`src/sv/ppt_pkg.sv`:
```
`default_nettype none

package ppt_pkg;

  localparam logic [31:0] MagicWord    = 32'h4453_4831;
  localparam logic [7:0]  MinFrameLen  = 8'd13;
  localparam logic [31:0] TimeoutReset = 32'd10000;

  // Configuration register indexes
  localparam logic CfgOwnId   = 1'b0;
  localparam logic CfgTimeout = 1'b1;

  // Result status codes
  localparam logic [2:0] StTick    = 3'd0;
  localparam logic [2:0] StReject  = 3'd1;
  localparam logic [2:0] StRefresh = 3'd2;
  localparam logic [2:0] StAdded   = 3'd3;
  localparam logic [2:0] StFull    = 3'd4;

  typedef struct packed {
    logic        action;
    logic [31:0] now_ms;
    logic [7:0]  frame_len;
    logic [31:0] frame_magic;
    logic [31:0] sender_id;
  } in_item_t;

  typedef struct packed {
    logic [2:0] status;
    logic [3:0] peer_total;
    logic [3:0] pruned_total;
  } out_item_t;

  typedef struct packed {
    logic load;
    logic scan;
    logic finish;
  } ctl_cmd_t;

  typedef struct packed {
    logic scan_done;
  } ctl_sts_t;

endpackage

`default_nettype wire

```
`src/sv/peer_presence_table_with_aging_unit.sv`:
```
`default_nettype none

// Peer table with timeout aging. A transaction is taken when start is high and busy is low;
// the block then stays busy while a scan walks the entry memory one entry per cycle,
// matching the sender and compacting the survivors in the same pass, and while a finish
// step adds the new sender if one is due and registers the result. The result appears on
// result_o for exactly one cycle with done_o high; there is no back-pressure, so the
// receiver must take it in that cycle.
// Configuration writes are always accepted and must only be made while busy is low.
module peer_presence_table_with_aging_unit #(
  parameter int MaxPeers = 8
) (
  input  wire logic              clk_i,
  input  wire logic              rst_ni,
  input  wire logic              cfg_valid_i,
  output logic                   cfg_ready_o,
  input  wire logic              cfg_index_i,
  input  wire logic [31:0]       cfg_data_i,
  input  wire logic              start,
  output logic                   busy,
  input  wire ppt_pkg::in_item_t item_i,
  output logic                   done_o,
  output ppt_pkg::out_item_t     result_o
);
  import ppt_pkg::*;

  ctl_cmd_t cmd;
  ctl_sts_t sts;

  assign cfg_ready_o = 1'b1;

  ppt_ctrl u_ctrl (
    .clk_i  (clk_i),
    .rst_ni (rst_ni),
    .start  (start),
    .busy   (busy),
    .cmd_o  (cmd),
    .sts_i  (sts)
  );

  ppt_datapath #(
    .MaxPeers (MaxPeers)
  ) u_datapath (
    .clk_i       (clk_i),
    .rst_ni      (rst_ni),
    .cfg_we_i    (cfg_valid_i && cfg_ready_o),
    .cfg_index_i (cfg_index_i),
    .cfg_data_i  (cfg_data_i),
    .item_i      (item_i),
    .cmd_i       (cmd),
    .sts_o       (sts),
    .done_o      (done_o),
    .result_o    (result_o)
  );

endmodule

`default_nettype wire

```
`src/sv/ppt_ctrl.sv`:
```
`default_nettype none

module ppt_ctrl (
  input  wire logic              clk_i,
  input  wire logic              rst_ni,
  input  wire logic              start,
  output logic                   busy,
  output ppt_pkg::ctl_cmd_t      cmd_o,
  input  wire ppt_pkg::ctl_sts_t sts_i
);
  import ppt_pkg::*;

  typedef enum logic [2:0] {
    S_IDLE   = 3'b001,
    S_SCAN   = 3'b010,
    S_FINISH = 3'b100
  } state_e;

  state_e state_q, state_d;

  always_comb begin
    state_d = state_q;
    cmd_o   = '0;
    unique case (state_q)
      S_IDLE: begin
        if (start) begin
          cmd_o.load = 1'b1;
          state_d    = S_SCAN;
        end
      end
      S_SCAN: begin
        cmd_o.scan = 1'b1;
        if (sts_i.scan_done) begin
          state_d = S_FINISH;
        end
      end
      S_FINISH: begin
        cmd_o.finish = 1'b1;
        state_d      = S_IDLE;
      end
      default: begin
        state_d = S_IDLE;
      end
    endcase
  end

  always_ff @(posedge clk_i or negedge rst_ni) begin
    if (!rst_ni) begin
      state_q <= S_IDLE;
    end else begin
      state_q <= state_d;
    end
  end

  assign busy = (state_q != S_IDLE);

endmodule

`default_nettype wire

```
`src/sv/ppt_datapath.sv`:
```
`default_nettype none

module ppt_datapath #(
  parameter int MaxPeers = 8
) (
  input  wire logic              clk_i,
  input  wire logic              rst_ni,
  input  wire logic              cfg_we_i,
  input  wire logic              cfg_index_i,
  input  wire logic [31:0]       cfg_data_i,
  input  wire ppt_pkg::in_item_t item_i,
  input  wire ppt_pkg::ctl_cmd_t cmd_i,
  output ppt_pkg::ctl_sts_t      sts_o,
  output logic                   done_o,
  output ppt_pkg::out_item_t     result_o
);
  import ppt_pkg::*;

  localparam int CntW = $clog2(MaxPeers + 1);
  localparam int IdxW = (MaxPeers > 1) ? $clog2(MaxPeers) : 1;
  localparam logic [CntW-1:0] MaxCnt = CntW'(MaxPeers);

  logic [31:0] own_id_q, timeout_q;

  in_item_t    item_q;
  logic        frame_ok_q;
  logic [CntW-1:0] count_q, rd_cnt_q, kept_q;
  logic        vld_q, hit_q, done_q;
  out_item_t   result_q;

  logic [31:0] id_mem [MaxPeers];
  logic [31:0] ls_mem [MaxPeers];
  logic [31:0] id_rd_q, ls_rd_q;

  logic        rd_en;
  logic        match, keep, add, add_keep;
  logic [31:0] eff_seen, age;
  logic        wr_en;
  logic [CntW-1:0] wr_cnt;
  logic [31:0] wr_id, wr_seen;
  logic [CntW-1:0] kept_final, pruned;
  logic [2:0]  status;

  always_ff @(posedge clk_i or negedge rst_ni) begin
    if (!rst_ni) begin
      own_id_q  <= '0;
      timeout_q <= TimeoutReset;
    end else if (cfg_we_i) begin
      if (cfg_index_i == CfgOwnId) begin
        own_id_q <= cfg_data_i;
      end
      if (cfg_index_i == CfgTimeout) begin
        timeout_q <= cfg_data_i;
      end
    end
  end

  assign rd_en = cmd_i.scan && (rd_cnt_q < count_q);

  // The entry in flight is compared with the sender and aged; a refreshed entry ages from now.
  assign match    = frame_ok_q && (id_rd_q == item_q.sender_id);
  assign eff_seen = match ? item_q.now_ms : ls_rd_q;
  assign age      = item_q.now_ms - eff_seen;
  assign keep     = age < timeout_q;

  assign add      = frame_ok_q && !hit_q && (count_q < MaxCnt);
  assign add_keep = add && (timeout_q != '0);

  always_comb begin
    wr_en   = 1'b0;
    wr_cnt  = kept_q;
    wr_id   = id_rd_q;
    wr_seen = eff_seen;
    if (cmd_i.scan && vld_q && keep) begin
      wr_en = 1'b1;
    end else if (cmd_i.finish && add_keep) begin
      wr_en   = 1'b1;
      wr_id   = item_q.sender_id;
      wr_seen = item_q.now_ms;
    end
  end

  always_ff @(posedge clk_i) begin
    if (wr_en) begin
      id_mem[wr_cnt[IdxW-1:0]] <= wr_id;
      ls_mem[wr_cnt[IdxW-1:0]] <= wr_seen;
    end
    if (rd_en) begin
      id_rd_q <= id_mem[rd_cnt_q[IdxW-1:0]];
      ls_rd_q <= ls_mem[rd_cnt_q[IdxW-1:0]];
    end
  end

  assign kept_final = kept_q + CntW'(add_keep);
  assign pruned     = count_q - kept_q + CntW'(add && !add_keep);

  always_comb begin
    if (item_q.action) begin
      status = StTick;
    end else if (!frame_ok_q) begin
      status = StReject;
    end else if (hit_q) begin
      status = StRefresh;
    end else if (add) begin
      status = StAdded;
    end else begin
      status = StFull;
    end
  end

  always_ff @(posedge clk_i) begin
    if (cmd_i.load) begin
      item_q     <= item_i;
      frame_ok_q <= !item_i.action && (item_i.frame_len >= MinFrameLen)
                    && (item_i.frame_magic == MagicWord) && (item_i.sender_id != own_id_q);
    end
    if (cmd_i.finish) begin
      result_q.status       <= status;
      result_q.peer_total   <= 4'(kept_final);
      result_q.pruned_total <= 4'(pruned);
    end
  end

  always_ff @(posedge clk_i or negedge rst_ni) begin
    if (!rst_ni) begin
      count_q  <= '0;
      rd_cnt_q <= '0;
      kept_q   <= '0;
      vld_q    <= 1'b0;
      hit_q    <= 1'b0;
      done_q   <= 1'b0;
    end else begin
      done_q <= cmd_i.finish;
      vld_q  <= rd_en;
      if (cmd_i.load) begin
        rd_cnt_q <= '0;
        kept_q   <= '0;
        hit_q    <= 1'b0;
      end
      if (rd_en) begin
        rd_cnt_q <= rd_cnt_q + CntW'(1);
      end
      if (cmd_i.scan && vld_q) begin
        if (keep) begin
          kept_q <= kept_q + CntW'(1);
        end
        if (match) begin
          hit_q <= 1'b1;
        end
      end
      if (cmd_i.finish) begin
        count_q <= kept_final;
      end
    end
  end

  assign sts_o.scan_done = (rd_cnt_q == count_q) && !vld_q;
  assign done_o          = done_q;
  assign result_o        = result_q;

endmodule

`default_nettype wire

```
`config.mk`:
```
export PLATFORM = sky130hd
export DESIGN_NAME = peer_presence_table_with_aging_unit
export DESIGN_NICKNAME = d
export VERILOG_FILES = /design/src/sv/ppt_pkg.sv /design/src/sv/peer_presence_table_with_aging_unit.sv /design/src/sv/ppt_ctrl.sv /design/src/sv/ppt_datapath.sv
export SDC_FILE = /design/constraint.sdc
export NUM_CORES = 1
export LEC_CHECK = 0
export ABC_AREA = 1
export BUFFER_PORTS_ARGS = -buffer_cell sky130_fd_sc_hd__buf_2
export CAP_MARGIN = 20
export CORE_MARGIN = 8
export CORE_UTILIZATION = 30
export CTS_CLUSTER_DIAMETER = 120
export DETAILED_ROUTE_END_ITERATION = 12
export PLACE_DENSITY = 0.54
export REMOVE_ABC_BUFFERS = 1
export SLEW_MARGIN = 0
export SYNTH_ARGS = -nofsm -noshare
export SYNTH_HDL_FRONTEND = slang
export SYNTH_SLANG_ARGS = --single-unit
```
`constraint.sdc`:
```
create_clock -name clk_i -period 11.1 [get_ports clk_i]
set_input_delay 1.665 -clock clk_i [delete_from_list [all_inputs] [get_ports clk_i]]
set_output_delay 1.665 -clock clk_i [all_outputs]
set_load 0.01 [all_outputs]
```
==> flow_metrics.tcl, run 1 <==
set metrics [dict create \
    seq_area_um2 21700 \
    hpwl_um 57400 \
    avgViaCountPerCell 4.89 \
    ant_nets 0 \
    cts_hold_buf 0 \
    grt_pass1_wl_um 134000 \
    p_seq_share_pct 47.2 \
    cpPeakStageDelay_ps 850 \
    fin_crit_ps 7540 \
    first_global_vias 21000 \
    fin_nets 3230 \
    post_cts_buffers 0 \
    grt_overflow_total 0 \
    finalCritPeriodShare_pct 67.9 \
    clock_latency_ps 640 \
    path_common_cell "nand2_1" \
    vias 21900 \
    first_pass_iters 7 \
    crit_required_ps 11340 \
    p_comb_share_pct 15.7 \
    cts_buffers 78 \
    slew_headroom_pct 26.6 \
    die_x_um 344 \
    path_clk_slew_ps 60 \
    ys_types 51 \
    grt_max_degree 136 \
    io_pins 156 \
    max_cap_violations 0 \
    start_util_pct 30.2 \
    synthCells 2870 \
    dp_cells 4331 \
    place_ws_ps 3460 \
    drive_gt1_share_pct 11.5 \
    power.density_nw_per_um2 189 \
    end_kind "register" \
    ys_seq_area_share_pct 67.2 \
    hold_path.class "register to register" \
    worst-slew-pin-transition_ps 1090 \
    fill_cells 10600 \
    power_leakage_nw 13.9 \
    vdd_drop_max_v 0.000110 \
    setup_violations 0 \
    cts_tree "done" \
    final_cells 4480 \
    crit_slowest_cell "buf_4" \
    drc 0 \
    syn_to_final_growth_pct 15.4 \
    numPortBuffers 154 \
    cp.arrival_ps 7780 \
    p_clk_share_pct 37.2 \
    startpoint_type "register" \
    rsz0062_at_grt "false" \
    criticalPathCategory "register to register" \
    avgSynthCellArea_um2 11.2 \
    globalplace.congestion 0.890 \
    drt_wl_total_um 89800 \
    setup_ws_ps 3560 \
    grt.total_usage_pct 14.8 \
    p_sw_w 0.00198 \
    switching_share_pct 28.0 \
    row_count 120 \
    cts_root_buf "clkbuf_16" \
    clock-sinks 735 \
    max_freq_mhz 133 \
    die_y_um 344 \
    routedWlPerCell_um 20.1 \
    multiInputGateArea_um2 9400 \
    outcome "finished clean" \
    die_area_um2 118000 \
    antenna_found_initial 8 \
    cp_max_fo 45 \
    clockBufferDepth 3 \
    core_um2 107000 \
    p_int_w 0.00507 \
    fin_skew_ps 23.3 \
    hold_violations 0 \
    cts_resized 0 \
    yosys_register_bits 735 \
    mostFrequentLayoutCell "edfxtp_1" \
    layout_common_cells "653 x edfxtp_1, 508 x nor2_1, 386 x o21ai_0" \
    yosysWarnings 0 \
    drt-initial-drc-count 1957 \
    htree_levels 3 \
    drv_slew 0 \
    netlist_area_um2 32300 \
]
==> critical path: cells and delay by family, from the launching register on <==
family | cells | cell delay (ps)
compound gates | 4 | 1040
xor+xnor | 1 | 340
fa+ha+maj | 3 | 930
buf+inv | 4 | 1300
flops | 1 | 410
simple gates | 24 | 3070
==> path summary, 6_finish.rpt <==
kind / startpoint / endpoint / slack, ps / cells past startpoint
setup / recovery: u_datapath.item_q[8]$_DFFE_PP_ / u_datapath.id_mem[5][27]$_DFFE_PP_ / 3560 / 36
hold / removal: u_datapath.timeout_q[26]$_DFFE_PN0P_ / u_datapath.timeout_q[26]$_DFFE_PN0P_ / 490 / 2
setup reg to reg: u_datapath.item_q[8]$_DFFE_PP_ / u_datapath.id_mem[5][27]$_DFFE_PP_ / 3560 / 36
hold reg to reg: u_datapath.timeout_q[26]$_DFFE_PN0P_ / u_datapath.timeout_q[26]$_DFFE_PN0P_ / 490 / 2
max in group asynchronous: rst_ni / u_datapath.own_id_q[24]$_DFFE_PN0P_ / 8950 / 2
min in group asynchronous: rst_ni / u_datapath.vld_q$_DFF_PN0_ / 1030 / 1
==> area by class of cell <==
| type | instances | area share (%) |
|---|---|---|
| Clock buffer | 95 | 5.47 |
| Multi-Input combinational cell | 1798 | 25.2 |
| Sequential cell | 735 | 58.2 |
| Clock inverter | 49 | 1.40 |
| Tap cell | 1403 | 4.71 |
| Antenna cell | 3 | 0.0202 |
| Inverter | 208 | 2.12 |
| Timing Repair Buffer | 189 | 2.84 |
==> Yosys cell counts, drive strengths merged <==
master / n / area, um^2
nor4b: 3 / 26.3
clkinv: 5 / 18.8
nor3: 18 / 95.1
nor2: 517 / 1940
clkbuf: 107 / 402
and2: 1 / 6.26
nand2: 358 / 1370
a21oi: 57 / 285
o21ai: 413 / 2070
and3: 1 / 6.26
ha: 76 / 951
o2111ai: 7 / 61.3
or2: 4 / 25.0
dfstp: 6 / 158
o211ai: 3 / 22.5
a211oi: 7 / 52.6
nand4: 27 / 169
o21bai: 1 / 7.51
a31oi: 66 / 413
or4: 3 / 26.3
a2111oi: 1 / 8.76
buf: 22 / 116
dfrtp: 76 / 1900
o31ai: 2 / 15.0
a21boi: 1 / 7.51
o22ai: 66 / 413
edfxtp: 653 / 19600
mux2i: 29 / 290
conb: 1 / 3.75
nand3: 42 / 255
nand3b: 1 / 7.51
a21o: 4 / 30.0
fa: 2 / 40.0
o221a: 1 / 11.3
xnor2: 28 / 245
nor4: 23 / 144
xor2: 35 / 307
inv: 203 / 762
==> stage by stage <==
| stage | cell area, um^2 | util [%] | TNS (ps) | hold slack (ps) | total power (W) |
|---|---|---|---|---|---|
| floorplan | 31800 | - | -233 | 453 | 0.00409 |
| global placement | 34700 | 32.4 | 0 | 467 | 0.00448 |
| detailed placement | 34700 | 32.4 | 0 | 480 | 0.00449 |
| CTS | 37200 | 34.8 | 0 | 498 | 0.00711 |
| global route | 37200 | 34.8 | 0 | 528 | 0.00737 |
| finish | 37200 | 34.8 | 0 | 494 | 0.00705 |
==> flip-flops by register name, summed over array words and instances, names as in the netlist, 3 cells and up <==
| name | count |
|---|---|
| u_datapath.item_q | 65 |
| u_ctrl.state_q | 3 |
| u_datapath.kept_q | 4 |
| u_datapath.own_id_q | 32 |
| u_datapath.result_o | 11 |
| u_datapath.ls_rd_q | 32 |
| u_datapath.ls_mem | 256 |
| u_datapath.rd_cnt_q | 4 |
| u_datapath.timeout_q | 32 |
| u_datapath.count_q | 4 |
| u_datapath.id_mem | 256 |
| u_datapath.id_rd_q | 32 |
==> per-layer routing <==
metal / up-vias / track usage (%) / wire length (um)
met5: - / 0 / 0
met2: 655 / 23.4 / 40600
met1: 10700 / 20.9 / 41000
met3: 131 / 2.47 / 5750
met4: 0 / 4.69 / 2470
li1: 10400 / - / -
==> power groups by stage <==
stage | registers [W] | clock network [W] | logic [W]
after floorplan | 0.00335 | 0 | 0.000737
after global placement | 0.00338 | 0 | 0.00110
after detailed placement | 0.00338 | 0 | 0.00111
after CTS | 0.00333 | 0.00267 | 0.00111
final | 0.00333 | 0.00262 | 0.00110
after global routing | 0.00334 | 0.00278 | 0.00126
==> cells by family after synthesis <==
group	count (synthesis)	synth area share [%]
buffers and inverters	337	4.02
adder cells (fa/ha/maj)	78	3.07
flip-flops	735	67.2
multiplexers	29	0.900
AND/OR/NAND/NOR	998	12.6
XOR/XNOR	63	1.71
AO/OA/AOI/OAI	629	10.5
other	1	0.0116
Power figures use the tool's default switching activity.
==> run 2, diff against run 1 <==
- ABC_AREA: 1 -> 0
- clock period: 11.1 -> 6.95 ns (I/O delays scaled with it)
==> run 2 against run 1 <==
  * Register-to-register slack worse by 3300 ps
  * Combinational power up 88%
  * Synthesized cell count down 40%
  * Critical path type unchanged
  * Critical endpoint is now u_datapath.id_mem[1][2]$_DFFE_PP_
  * Die area down 3.4%
  * Critical path depth down 7
  * Flip-flop and latch count unchanged
  * Sequential power up 61%
==> flow_metrics.tcl, run 2 <==
set metrics [dict create \
    outcome "finished clean" \
    end_kind "register" \
    hpwl_um 53900 \
    cts_tree "done" \
    synth-main-ff-cell "edfxtp_1" \
    switching_share_pct 26.2 \
    path_clk_slew_ps 60 \
    start_util_pct 30.1 \
    power.density_nw_per_um2 307 \
    hold_path.class "input port to async pin" \
    cp.depth 29 \
    p_clk_share_pct 35.7 \
    criticalPathCategory "register to register" \
    synthTopCellsByArea "edfxtp_1 63%, mux4_2 9.3%, dfrtp_1 6.1%" \
    hold_violations 0 \
    die_area_um2 114000 \
    syn_to_final_growth_pct 21.2 \
    cp.arrival_ps 7040 \
    crit_required_ps 7290 \
    htree_levels 3 \
    finalCritPeriodShare_pct 96.4 \
    antenna_found_initial 14 \
    p_seq_share_pct 46.4 \
    grt_overflow_total 0 \
    clock_latency_ps 650 \
    fin_crit_ps 6700 \
    avgSynthCellArea_um2 18.0 \
    drt-initial-drc-count 1344 \
    mostFrequentLayoutCell "edfxtp_1" \
    p_int_w 0.00853 \
    first_global_vias 17500 \
    synth_commonest_cells "653 x edfxtp_1, 159 x mux2_2, 128 x mux4_2" \
    fin_tns_setup_ps 0 \
    first_pass_iters 5 \
    synth_top_area_share_pct 63.0 \
    fill_cells 9539 \
    grt_max_degree 66 \
    ys_async_sr_fraction_pct 11.2 \
    vdd_drop_max_v 0.000185 \
    rsz0062_at_grt "true" \
    fin_nets 2255 \
    drv_slew 0 \
    startpoint "u_datapath.id_rd_q[29]$_DFFE_PP_" \
    setup_violations 0 \
    avgViaCountPerCell 4.86 \
    p_sw_w 0.00303 \
    power_leakage_nw 13.0 \
    io_pins 156 \
    netlist_area_um2 31100 \
    synthCells 1730 \
    clockBufferDepth 3 \
    row_count 118 \
    layout_common_cells "653 x edfxtp_1, 159 x mux2_2, 153 x buf_2" \
    routedWlPerCell_um 23.7 \
    ys_types 63 \
    core_um2 103000 \
    synth_most_common_cell "edfxtp_1" \
    crit_buf_inv 7 \
    cpPeakStageDelay_ps 440 \
    drc 0 \
    startpoint_type "register" \
    cts_root_buf "clkbuf_16" \
    ys_seq_area_share_pct 69.7 \
    die_x_um 338 \
    cts_buffers 79 \
    path_common_cell "buf_4" \
    drive_gt1_share_pct 35.6 \
    r2r_cells 29 \
    dp_cells 3310 \
    power.total_w 0.0116 \
    crit_slowest_cell "edfxtp_1" \
    die_y_um 338 \
    cts_hold_buf 0 \
    slew_headroom_pct 34.2 \
    grt_pass1_wl_um 118000 \
    synth_edf_count 653 \
    grt.total_usage_pct 14.0 \
    globalplace.congestion 0.834 \
    fin_skew_ps 35.1 \
    crit_family "compound AO/OA/AOI/OAI gates" \
    p_comb_share_pct 17.9 \
    vias 16900 \
    r2r_start "u_datapath.id_rd_q[29]$_DFFE_PP_" \
    yosysWarnings 0 \
    yosys_register_bits 735 \
    final_cells 3484 \
    ant_nets 0 \
    max_freq_mhz 149 \
    cp_max_fo 6 \
    clock-sinks 735 \
    worst-slew-pin-transition_ps 987 \
    yosysTopAreaCell "edfxtp_1" \
    drt_wl_total_um 82500 \
    max_cap_violations 0 \
    numPortBuffers 154 \
]
run 2: logic make-up after synthesis:
family | share of synthesized area, %
flops | 69.7
buf+inv | 1.56
xor+xnor | 2.70
fa+ha+maj | 3.19
simple gates | 3.27
mux | 16.0
compound gates | 3.63
other cells | 0.0121
run 2: repair_timing:
item                                    in CTS  in global routing
pin swaps                                    0                 53
buffers inserted                             0                 16
endpoints found under the setup margin     340                512
resized for setup                            7                 53
gates cloned                                 0                  6
run 2: path summary, 6_finish.rpt:
path,slack (ps),to
min in group clk_i,530,u_datapath.own_id_q[30]$_DFFE_PN0P_
min,280,u_ctrl.state_q[2]$_DFFE_PN0P_
max,250,u_datapath.id_mem[1][2]$_DFFE_PP_
max reg2reg,250,u_datapath.id_mem[1][2]$_DFFE_PP_
max in group asynchronous,5410,u_datapath.rd_cnt_q[2]$_DFFE_PN0P_
min reg2reg,530,u_datapath.own_id_q[30]$_DFFE_PN0P_
run 2: per-layer routing:
metal / wire [um] / vias to the layer above / track usage (%)
met5: 55 / - / 0
met2: 37000 / 463 / 21.4
met3: 5480 / 113 / 3.53
met1: 38300 / 8889 / 20.0
met4: 1650 / 8 / 3.24
li1: - / 7468 / -
run 2: cell type report:
type,count,area (um^2),area share (%)
flip-flops and latches,735,21700,57.5
multi-input cells,867,9320,24.7
repair buffers,287,2180,5.79
clock buffers,108,2160,5.73
well taps,1380,1730,4.58
clock inverters,39,378,1.00
inverters,65,246,0.654
diodes,3,7.51,0.0199
run 2: through the flow:
stage | hold WS [ps] | setup slack (ps) | instance area [um^2] | utilization, %
floorplan | 495 | -4540 | 30900 | -
global placement | 512 | -225 | 34500 | 33.5
detailed placement | 518 | -310 | 34500 | 33.5
CTS | 257 | 18.0 | 37100 | 36.0
global route | 274 | -56.4 | 37700 | 36.5
finish | 285 | 251 | 37700 | 36.5
run 2: power groups by stage:
stage | clock network [W] | logic [W] | registers [W]
floorplan | 0 | 0.00139 | 0.00543
CTS | 0.00422 | 0.00201 | 0.00537
finish | 0.00413 | 0.00207 | 0.00537
global route | 0.00438 | 0.00227 | 0.00540
global placement | 0 | 0.00198 | 0.00545
detailed placement | 0 | 0.00199 | 0.00546
